<file path="src/rtl/one_lane_bridge_arbiter_core_assert.svh">
// ----------------------------------------------------------------------------
// One-lane bridge arbiter assertion macros
// Shorthand for the clocked, reset-qualified checks used in the arbiter RTL.
// ----------------------------------------------------------------------------
`ifndef ONE_LANE_BRIDGE_ARBITER_CORE_ASSERT_SVH
`define ONE_LANE_BRIDGE_ARBITER_CORE_ASSERT_SVH

// Consequent must hold in the same cycle as the antecedent.
`define OLBA_ASSERT_SAME(label, ante, cons, msg) \
  label: assert property (@(posedge clk) disable iff (!rst_n) (ante) |-> (cons)) \
    else $error(msg);

// Consequent must hold in the cycle after the antecedent.
`define OLBA_ASSERT_NEXT(label, ante, cons, msg) \
  label: assert property (@(posedge clk) disable iff (!rst_n) (ante) |=> (cons)) \
    else $error(msg);

`endif

</file>
<file path="src/rtl/olba_pkg.sv">
// ----------------------------------------------------------------------------
// One-lane bridge arbiter package
// Shared codes, limits and the structs that travel between the arbiter blocks.
// ----------------------------------------------------------------------------
`default_nettype none

package olba_pkg;

  localparam int CNT_W = 8;
  localparam int DIR_W = 2;

  // Direction codes. Code 3 never appears and is read as no direction.
  localparam logic [DIR_W-1:0] DIR_LR   = 2'd0;
  localparam logic [DIR_W-1:0] DIR_RL   = 2'd1;
  localparam logic [DIR_W-1:0] DIR_NONE = 2'd2;

  // Request type codes.
  localparam logic REQ_ARRIVE = 1'b0;
  localparam logic REQ_LEAVE  = 1'b1;

  localparam logic [CNT_W-1:0] CNT_MAX     = 8'hFF;
  localparam logic [CNT_W-1:0] LIMIT_RESET = 8'd2;

  // Channel capacity, clipped to what the transit counter can hold.
  localparam int MAX_USERS = 255;
  localparam logic [CNT_W-1:0] CAP_USERS =
    (MAX_USERS > 255) ? CNT_MAX : CNT_W'(MAX_USERS);

  typedef struct packed {
    logic [DIR_W-1:0]            dir;
    logic [CNT_W-1:0]            transit;
    logic [1:0][CNT_W-1:0]       waiting;
    logic [CNT_W-1:0]            run;
  } arb_state_t;

  typedef struct packed {
    logic req_type;
    logic side;
  } event_t;

  typedef struct packed {
    logic             granted_side;
    logic [CNT_W-1:0] granted_count;
    logic [DIR_W-1:0] direction;
    logic [CNT_W-1:0] in_transit;
    logic             error;
  } result_t;

endpackage

`default_nettype wire

</file>
<file path="src/rtl/olba_in_reg.sv">
// ----------------------------------------------------------------------------
// One-lane bridge arbiter input register
// Holds one accepted event until the step logic consumes it.
// ----------------------------------------------------------------------------
`default_nettype none

module olba_in_reg (
  input  wire                 clk,
  input  wire                 rst_n,
  input  wire                 in_valid,
  output logic                in_ready,
  input  wire                 in_req_type,
  input  wire                 in_side,
  input  wire                 take,
  output logic                ev_valid,
  output olba_pkg::event_t    ev
);

  logic             valid_r;
  olba_pkg::event_t ev_r;

  // A new word can enter whenever the held one leaves in the same cycle.
  assign in_ready = !valid_r || take;
  assign ev_valid = valid_r;
  assign ev       = ev_r;

  always_ff @(posedge clk) begin
    if (!rst_n) begin
      valid_r <= 1'b0;
    end else if (in_ready) begin
      valid_r <= in_valid;
    end
  end

  always_ff @(posedge clk) begin
    if (in_valid && in_ready) begin
      ev_r.req_type <= in_req_type;
      ev_r.side     <= in_side;
    end
  end

endmodule

`default_nettype wire

</file>
<file path="src/rtl/olba_step.sv">
// ----------------------------------------------------------------------------
// One-lane bridge arbiter step logic
// Applies one event to the arbiter state and admits eligible waiters of one side.
// ----------------------------------------------------------------------------
`default_nettype none

module olba_step (
  input  olba_pkg::arb_state_t           st,
  input  wire [olba_pkg::CNT_W-1:0]      limit,
  input  olba_pkg::event_t               ev,
  output olba_pkg::arb_state_t           st_nxt,
  output olba_pkg::result_t              res
);

  // Waiters of one side that may enter now, bounded by the run budget when
  // the other side waits and by the free room on the channel.
  function automatic logic [olba_pkg::CNT_W-1:0] admit_count(
    input logic [olba_pkg::CNT_W-1:0] own,
    input logic [olba_pkg::CNT_W-1:0] other,
    input logic [olba_pkg::CNT_W-1:0] run_eff,
    input logic [olba_pkg::CNT_W-1:0] lim,
    input logic [olba_pkg::CNT_W-1:0] transit
  );
    logic [olba_pkg::CNT_W-1:0] cnt;
    logic [olba_pkg::CNT_W-1:0] room_run;
    logic [olba_pkg::CNT_W-1:0] room_cap;
    room_run = (lim > run_eff) ? lim - run_eff : '0;
    room_cap = (olba_pkg::CAP_USERS > transit) ? olba_pkg::CAP_USERS - transit : '0;
    cnt = own;
    if ((other != '0) && (room_run < cnt)) cnt = room_run;
    if (room_cap < cnt) cnt = room_cap;
    return cnt;
  endfunction

  logic [olba_pkg::CNT_W-1:0] lim;
  logic                       leave;
  logic                       s;
  logic                       o;
  logic [olba_pkg::CNT_W-1:0] w_s;
  logic [olba_pkg::CNT_W-1:0] w_o;
  logic                       err;
  logic                       emptied;
  olba_pkg::arb_state_t       mid;
  logic                       mid_none;
  logic                       first;
  logic [olba_pkg::CNT_W-1:0] run_eff;
  logic [olba_pkg::CNT_W-1:0] cnt_first;
  logic [olba_pkg::CNT_W-1:0] cnt_second;
  logic [olba_pkg::CNT_W-1:0] gcount;
  logic                       gside;
  logic [olba_pkg::CNT_W:0]   run_sum;

  always_comb begin
    lim   = (limit == '0) ? olba_pkg::CNT_W'(1) : limit;
    leave = (ev.req_type == olba_pkg::REQ_LEAVE);
    s     = ev.side;
    o     = !ev.side;
    w_s   = st.waiting[s];
    w_o   = st.waiting[o];

    err = leave ? (st.transit == '0) : (w_s == olba_pkg::CNT_MAX);

    // Apply the event itself.
    mid = st;
    if (st.dir[1]) begin
      mid.dir = olba_pkg::DIR_NONE;
    end
    emptied = 1'b0;
    if (!err) begin
      if (leave) begin
        mid.transit = st.transit - olba_pkg::CNT_W'(1);
        emptied     = (st.transit == olba_pkg::CNT_W'(1));
      end else begin
        mid.waiting[s] = w_s + olba_pkg::CNT_W'(1);
      end
    end
    if (emptied) begin
      if (w_o != '0) begin
        mid.dir = {1'b0, o};
        mid.run = '0;
      end else if (w_s == '0) begin
        mid.dir = olba_pkg::DIR_NONE;
        mid.run = '0;
      end
    end

    // Admission: the current direction, or with no direction the event's
    // side first and then the other side.
    mid_none = mid.dir[1];
    first    = mid_none ? s : mid.dir[0];
    run_eff  = mid_none ? '0 : mid.run;
    cnt_first  = admit_count(mid.waiting[first], mid.waiting[!first], run_eff, lim,
                             mid.transit);
    cnt_second = admit_count(mid.waiting[!first], mid.waiting[first], '0, lim,
                             mid.transit);

    if (err) begin
      gcount = '0;
      gside  = 1'b0;
    end else if (cnt_first != '0) begin
      gcount = cnt_first;
      gside  = first;
    end else if (mid_none && (cnt_second != '0)) begin
      gcount = cnt_second;
      gside  = !first;
    end else begin
      gcount = '0;
      gside  = 1'b0;
    end

    run_sum = {1'b0, run_eff} + {1'b0, gcount};
    st_nxt  = mid;
    if (gcount != '0) begin
      st_nxt.waiting[gside] = mid.waiting[gside] - gcount;
      st_nxt.transit        = mid.transit + gcount;
      st_nxt.dir            = {1'b0, gside};
      st_nxt.run            = run_sum[olba_pkg::CNT_W] ? olba_pkg::CNT_MAX
                                                       : run_sum[olba_pkg::CNT_W-1:0];
    end

    res.granted_side  = gside;
    res.granted_count = gcount;
    res.direction     = st_nxt.dir;
    res.in_transit    = st_nxt.transit;
    res.error         = err;
  end

endmodule

`default_nettype wire

</file>
<file path="src/rtl/one_lane_bridge_arbiter_core.sv">
// ----------------------------------------------------------------------------
// One-lane bridge arbiter core
// Grants a shared one-way channel to two sides with a bounded run per side.
// ----------------------------------------------------------------------------
// The block takes one arrive or leave word per clock cycle while the result
// side is not stalled, and returns one result word for each, in order. An
// accepted event word is held in the input register; then the step logic
// updates the arbiter state and loads the result register, which drives the
// result ports. Sustained rate is one word per cycle while out_ready stays
// high; the only feedback path is the state register through the step logic.
// The result register frees the input side while a finished word waits for
// out_ready, so a stalled consumer only blocks new words once both registers
// are full. consecutive_limit is written through cfg_wr_en/cfg_wr_data; the
// user must write it only while the block is idle, which the block itself
// does not enforce. A value of zero acts as one.
`default_nettype none

module one_lane_bridge_arbiter_core (
  input  wire                          clk,
  input  wire                          rst_n,
  // Configuration
  input  wire                          cfg_wr_en,
  input  wire [olba_pkg::CNT_W-1:0]    cfg_wr_data,
  // Event channel
  input  wire                          in_valid,
  output logic                         in_ready,
  input  wire                          in_req_type,
  input  wire                          in_side,
  // Result channel
  output logic                         out_valid,
  input  wire                          out_ready,
  output logic                         out_granted_side,
  output logic [olba_pkg::CNT_W-1:0]   out_granted_count,
  output logic [olba_pkg::DIR_W-1:0]   out_direction,
  output logic [olba_pkg::CNT_W-1:0]   out_in_transit,
  output logic                         out_error
);

`include "one_lane_bridge_arbiter_core_assert.svh"

  logic [olba_pkg::CNT_W-1:0] limit_r;
  olba_pkg::arb_state_t       state_r;
  olba_pkg::arb_state_t       state_nxt;
  olba_pkg::result_t          res_nxt;
  olba_pkg::result_t          res_r;
  logic                       out_valid_r;
  logic                       ev_valid;
  olba_pkg::event_t           ev;
  logic                       take;

  // The held event moves on when the result register is empty or draining.
  assign take = ev_valid && (!out_valid_r || out_ready);

  olba_in_reg u_in_reg (
    .clk         (clk),
    .rst_n       (rst_n),
    .in_valid    (in_valid),
    .in_ready    (in_ready),
    .in_req_type (in_req_type),
    .in_side     (in_side),
    .take        (take),
    .ev_valid    (ev_valid),
    .ev          (ev)
  );

  olba_step u_step (
    .st     (state_r),
    .limit  (limit_r),
    .ev     (ev),
    .st_nxt (state_nxt),
    .res    (res_nxt)
  );

  // Configuration register.
  always_ff @(posedge clk) begin
    if (!rst_n) begin
      limit_r <= olba_pkg::LIMIT_RESET;
    end else if (cfg_wr_en) begin
      limit_r <= cfg_wr_data;
    end
  end

  // Arbiter state advances exactly once per consumed event.
  always_ff @(posedge clk) begin
    if (!rst_n) begin
      state_r.dir     <= olba_pkg::DIR_NONE;
      state_r.transit <= '0;
      state_r.waiting <= '0;
      state_r.run     <= '0;
    end else if (take) begin
      state_r <= state_nxt;
    end
  end

  // Result register.
  always_ff @(posedge clk) begin
    if (!rst_n) begin
      out_valid_r <= 1'b0;
    end else if (take) begin
      out_valid_r <= 1'b1;
    end else if (out_ready) begin
      out_valid_r <= 1'b0;
    end
  end

  always_ff @(posedge clk) begin
    if (take) begin
      res_r <= res_nxt;
    end
  end

  assign out_valid         = out_valid_r;
  assign out_granted_side  = res_r.granted_side;
  assign out_granted_count = res_r.granted_count;
  assign out_direction     = res_r.direction;
  assign out_in_transit    = res_r.in_transit;
  assign out_error         = res_r.error;

  // A rejected event never admits anyone.
  `OLBA_ASSERT_SAME(a_err_no_grant, out_valid_r && res_r.error, res_r.granted_count == '0, "error result carries a grant")

  // Nobody is on the channel while it has no direction.
  `OLBA_ASSERT_SAME(a_none_empty, state_r.dir == olba_pkg::DIR_NONE, state_r.transit == '0, "users in transit with no direction")

  // The channel never holds more than its capacity.
  `OLBA_ASSERT_SAME(a_cap, 1'b1, state_r.transit <= olba_pkg::CAP_USERS, "transit count above capacity")

  // State only moves when an event is consumed.
  `OLBA_ASSERT_NEXT(a_state_hold, !take, $stable(state_r), "state changed without an event")

endmodule

`default_nettype wire
</file>
<file path="config.mk">
export PLATFORM = sky130hd
export DESIGN_NAME = one_lane_bridge_arbiter_core
export DESIGN_NICKNAME = d
export VERILOG_FILES = /design/src/rtl/olba_pkg.sv /design/src/rtl/olba_in_reg.sv /design/src/rtl/olba_step.sv /design/src/rtl/one_lane_bridge_arbiter_core.sv
export VERILOG_INCLUDE_DIRS = /design/src /design/src/rtl
export SDC_FILE = /design/constraint.sdc
export NUM_CORES = 1
export LEC_CHECK = 0
export BUFFER_PORTS_ARGS = -buffer_cell sky130_fd_sc_hd__buf_4
export CAP_MARGIN = 10
export CORE_ASPECT_RATIO = 1.2
export CORE_UTILIZATION = 55
export DETAILED_ROUTE_END_ITERATION = 6
export PLACE_DENSITY = 0.73
export SLEW_MARGIN = 0
export SYNTH_ARGS = -nofsm -noshare
export SYNTH_HDL_FRONTEND = slang
export SYNTH_HIERARCHICAL = 1
export SYNTH_SLANG_ARGS = --single-unit
</file>
<file path="constraint.sdc">
create_clock -name clk -period 18.5 [get_ports clk]
set_clock_uncertainty 0.05 [all_clocks]
set_input_delay 3.7 -clock clk [delete_from_list [all_inputs] [get_ports clk]]
set_output_delay 3.7 -clock clk [all_outputs]
set_load 0.01 [all_outputs]
</file>
======== Word-level counts from Yosys, hierarchy flattened ========
Index checks and enable logic that the tools add are counted.
word-level totals
  register bits ........................... 66
  output and inout bits ................... 22
  word-level logic and storage cells ...... 110
cells by class
  add/sub/neg operators ................... 7
  order comparisons ....................... 14
  equality and inequality tests ........... 2
  multiplexer cells ....................... 49
  reductions and logical operators ........ 23
operator list
  kind                   count
  $mux W8                29
  $reduce_bool A8 Y1     6
  $mux W34               1
  $bwmux W16             2
  $lt A8 B8 Y1           4
  $logic_not A8 Y1       3
  $mux W24               1
  $demux W8 S1           2
  $mux W16               1
  $sub A8 B8 Y8          2
  $lt A1 B2 Y1 const B   5
  $add A8 B8 Y9          1
  $mux W1                9
  $add A8 B1 Y8 const B  1
  $add A8 B8 Y8          1
  $eq A8 B1 Y1 const B   1
  $eq A8 B8 Y1 const B   1
  $gt A8 B1 Y1 const B   1
  $gt A8 B8 Y1           1
  $gt A8 B8 Y1 const A   1
  $mux W2                4
  $sub A8 B1 Y8 const B  1
  $sub A8 B8 Y8 const A  1
  $logic_and A1 B1 Y1    7
  other kinds (4)        9

======== Depth between registers and ports, before layout ========
  depth after elaboration ................. 26
  mapped depth ............................ 59
  depth with buffers taken out ............ 53

======== Modules after synthesis ========
Netlist, hierarchy kept.
modules (own cells, without submodules)
  module                        instances  cells an instance  area an instance (um^2)
  olba_step                     1          735                5103.6
  one_lane_bridge_arbiter_core  1          197                2338.5
  olba_in_reg                   1          7                  117.6

======== Least setup slack after synthesis ========
No wires, ideal clock.
  path type ............................... flip-flop to flip-flop
  start point ............................. register u_in_reg.ev_r (netlist bit u_in_reg/ev[0])
  end point ............................... register state_r[15] in the netlist's numbering
  library setup time ...................... 0.124 ns
  arrival time ............................ 10.114 ns
  data required time ...................... 18.326 ns
  path slack .............................. 8.211 ns
  cell stages (with the launch flop) ...... 57
  path buffers ............................ 6
  clock period less this slack ............ 10.289 ns
  cell sequence ........................... edfxtp_1 -> buf_2 -> buf_6 -> buf_4 -> mux2i_1 -> ha_1 -> nand4_1 -> a21oi_1 -> o21ai_0 -> and2_0 -> clkbuf_1 -> nand2_1 -> inv_1 -> fa_1 -> nor2b_1 -> o21a_1 -> o21ai_0 -> a211o_1 -> [21 not listed] -> a2bb2oi_2 -> inv_1 -> nor2_1 -> a211o_1 -> ha_1 -> nor2b_1 -> o21ai_0 -> a21oi_1 -> o21ai_0 -> nand2_1 -> a21o_1 -> a21oi_1 -> inv_1 -> and3_1 -> nor4_1 -> a211oi_2 -> nand2_1 -> mux2i_1
RTL lines
  element               line                                source
  start, declared       olba_in_reg.sv:20                   olba_pkg::event_t ev_r;
  end signal, assigned  one_lane_bridge_arbiter_core.sv:91  state_r <= state_nxt;
  end, declared         one_lane_bridge_arbiter_core.sv:42  olba_pkg::arb_state_t state_r;

==> results_dict.tcl <==
set metrics [dict create \
    route.antenna.remaining_nets 0 \
    vias_per_cell 6.25 \
    critPathMaxFanout 29 \
    dp_hpwl_um 17000 \
    synth_edf_count 22 \
    first_pass_iters 5 \
    dp.cells 1092 \
    outcome "complete, no violations" \
    cpMaxStageDelayCell "edfxtp_1" \
    cts_tree "yes" \
    synth_most_common_cell "nand2_1" \
    fp-row-count 46 \
    rsz0062_at_grt "no" \
    fin_ws_ns 5.07 \
    io_buffer_count 36 \
    dp_slack_ns 5.46 \
    hold_depth 2 \
    ys_ff_latch 66 \
    num-nets-final 1016 \
    grt_max_degree 78 \
    cts_resized 0 \
    post_cts_buffers 0 \
    final-hold-violation-count 0 \
    critPathBufInv 4 \
    min-delay-path-class "flip-flop to flip-flop" \
    ys_types 98 \
    synth_nets 1020 \
    grt_pass1_wl_um 34600 \
    path_depth 52 \
    async_reset_ff_frac 0 \
    finalSetupTns_ns 0 \
    wirelength_um 22000 \
    post-route-period-util 0.726 \
    wl_per_cell_um 19.9 \
    pin_count 37 \
    max_stage_delay_ns 0.95 \
    criticalPathCategory "flip-flop to flip-flop" \
    die_area_um2 14200 \
    finalSetupViolCount 0 \
    endpoint_kind "flip-flop" \
    drt_iter0_drc 593 \
    final_cell_count_no_fill 1108 \
    synth_area_leaders "dfxtp_1 (12%), mux2i_1 (11%), ha_1 (10%)" \
    maxCapViolCount 0 \
    synth_top_area_cell "dfxtp_1" \
    r2r_cells 52 \
    fp.coreArea_um2 13300 \
    start_util 0.569 \
    ys_warn_count 6 \
    root_buffer "clkbuf_16" \
    crit_family "compound AO/OA/AOI/OAI gates" \
    max-slew-margin-rel 0.323 \
    clkSinkCount 66 \
    cp-start-kind "flip-flop" \
    synthesis.area_um2 7560 \
    clkTransAtPathRegs_ns 0.06 \
    critPathArrivalTime_ns 13.59 \
    cts_max_level 3 \
    dieHeight_um 130 \
    tightest_slew_ns 1.02 \
    diodes 0 \
    num_vias 6930 \
    avgSynthCellArea_um2 8.05 \
    cts_buffer_depth 2 \
    drv_slew 0 \
    ys.flop_type "dfxtp_1" \
    drive_gt1_frac 0.105 \
    overflow 0 \
    hold_buffers 0 \
    fin_crit_ns 13.43 \
    area_growth_pct 5.56 \
    gp_congestion 0.959 \
    clock.fmax_mhz 74.5 \
    yosys.area.top_type_share 0.117 \
    netlist_instances 939 \
    die_w_um 109 \
    grt_pass1_vias 6396 \
    worstPathRequired_ns 18.66 \
    cts_buffers 9 \
    ys_top_cells_by_count "nand2_1 (137), mux2i_1 (84), nor2_1 (70)" \
    grt.total_usage 0.323 \
    clk_latency_ns 0.35 \
    antenna_found_initial 0 \
    drc 0 \
    ys_seq_area_frac 0.204 \
]
-- routing by layer --
layer / wire, um / vias up / GRT usage
met5: 0 / - / 0
met4: 920 / 0 / 0.165
met3: 1590 / 67 / 0.0456
met2: 9720 / 334 / 0.499
met1: 9780 / 3172 / 0.435
li1: - / 3357 / -
-- kinds of logic (layout without fill, tap and decap cells) --
family,after synthesis,after routing,share of synthesized area
buffers and inverters,122,123,0.0823
muxes,94,94,0.126
xor gates and xnor gates,35,35,0.0405
and+or+nand+nor,351,351,0.240
DFF,66,66,0.204
AOI/OAI and AO/OA,205,205,0.194
adders and majority gates,66,66,0.113
-- final timing paths --
check,startpoint,to,slack [ns]
setup / recovery,u_in_reg/ev[0],state_r[15],5.07
hold / removal,state_r[24],state_r[24],0.43
setup reg to reg,u_in_reg/ev[0],state_r[15],5.07
hold reg to reg,state_r[24],state_r[24],0.43
-- placed cells by master (no fill, tap or decap), types with 15 or more instances in the layout --
cell | synthesis | final
nand3_1 | 15 | 15
xnor2_1 | 24 | 24
nor2_1 | 70 | 70
edfxtp_1 | 22 | 22
dfxtp_1 | 44 | 44
a21oi_1 | 50 | 50
a21o_1 | 16 | 16
inv_1 | 67 | 67
nand4_1 | 16 | 16
ha_1 | 62 | 62
mux2i_1 | 84 | 84
nor3_1 | 19 | 19
nor2b_1 | 19 | 19
o21ai_0 | 36 | 36
nand2_1 | 137 | 137
buf_4 | 16 | 39
-- metrics by stage --
| step | hold WS [ns] | util | instance area [um^2] |
|---|---|---|---|
| 3_3_place_gp | 0.416 | 0.579 | 7700 |
| 5_1_grt | 0.443 | 0.600 | 7980 |
| 6_report | 0.428 | 0.600 | 7980 |
| 2_1_floorplan | 0.381 | - | 7560 |
| 4_1_cts | 0.430 | 0.600 | 7980 |
| 3_5_place_dp | 0.419 | 0.579 | 7700 |
-- tightest hold or removal path, stage by stage (launching register included) --
cell	delay, ns
dfxtp_1	0.32
nand2_1	0.05
mux2i_1	0.05
-- area by class of cell --
| type | count | area, um^2 |
|---|---|---|
| Timing Repair Buffer | 39 | 293 |
| Multi-Input combinational cell | 751 | 5400 |
| Sequential cell | 66 | 1540 |
| Clock inverter | 7 | 58.8 |
| Clock buffer | 9 | 225 |
| Tap cell | 168 | 210 |
| Inverter | 68 | 255 |
| Fill cell | 1227 | 5320 |
-- state kept, by name, summed over array words and instances (netlist names) --
| register | count |
|---|---|
| state_r | 34 |
| limit_r | 8 |
| out_granted_count | 8 |
| out_in_transit | 8 |
| out_direction | 2 |
| u_in_reg/ev | 2 |
| out_error | 1 |
| out_granted_side | 1 |
| out_valid | 1 |
| u_in_reg/ev_valid | 1 |
Power is not shown: default switching activity piles up to over one toggle a cycle in this logic, so the estimate is an artifact.
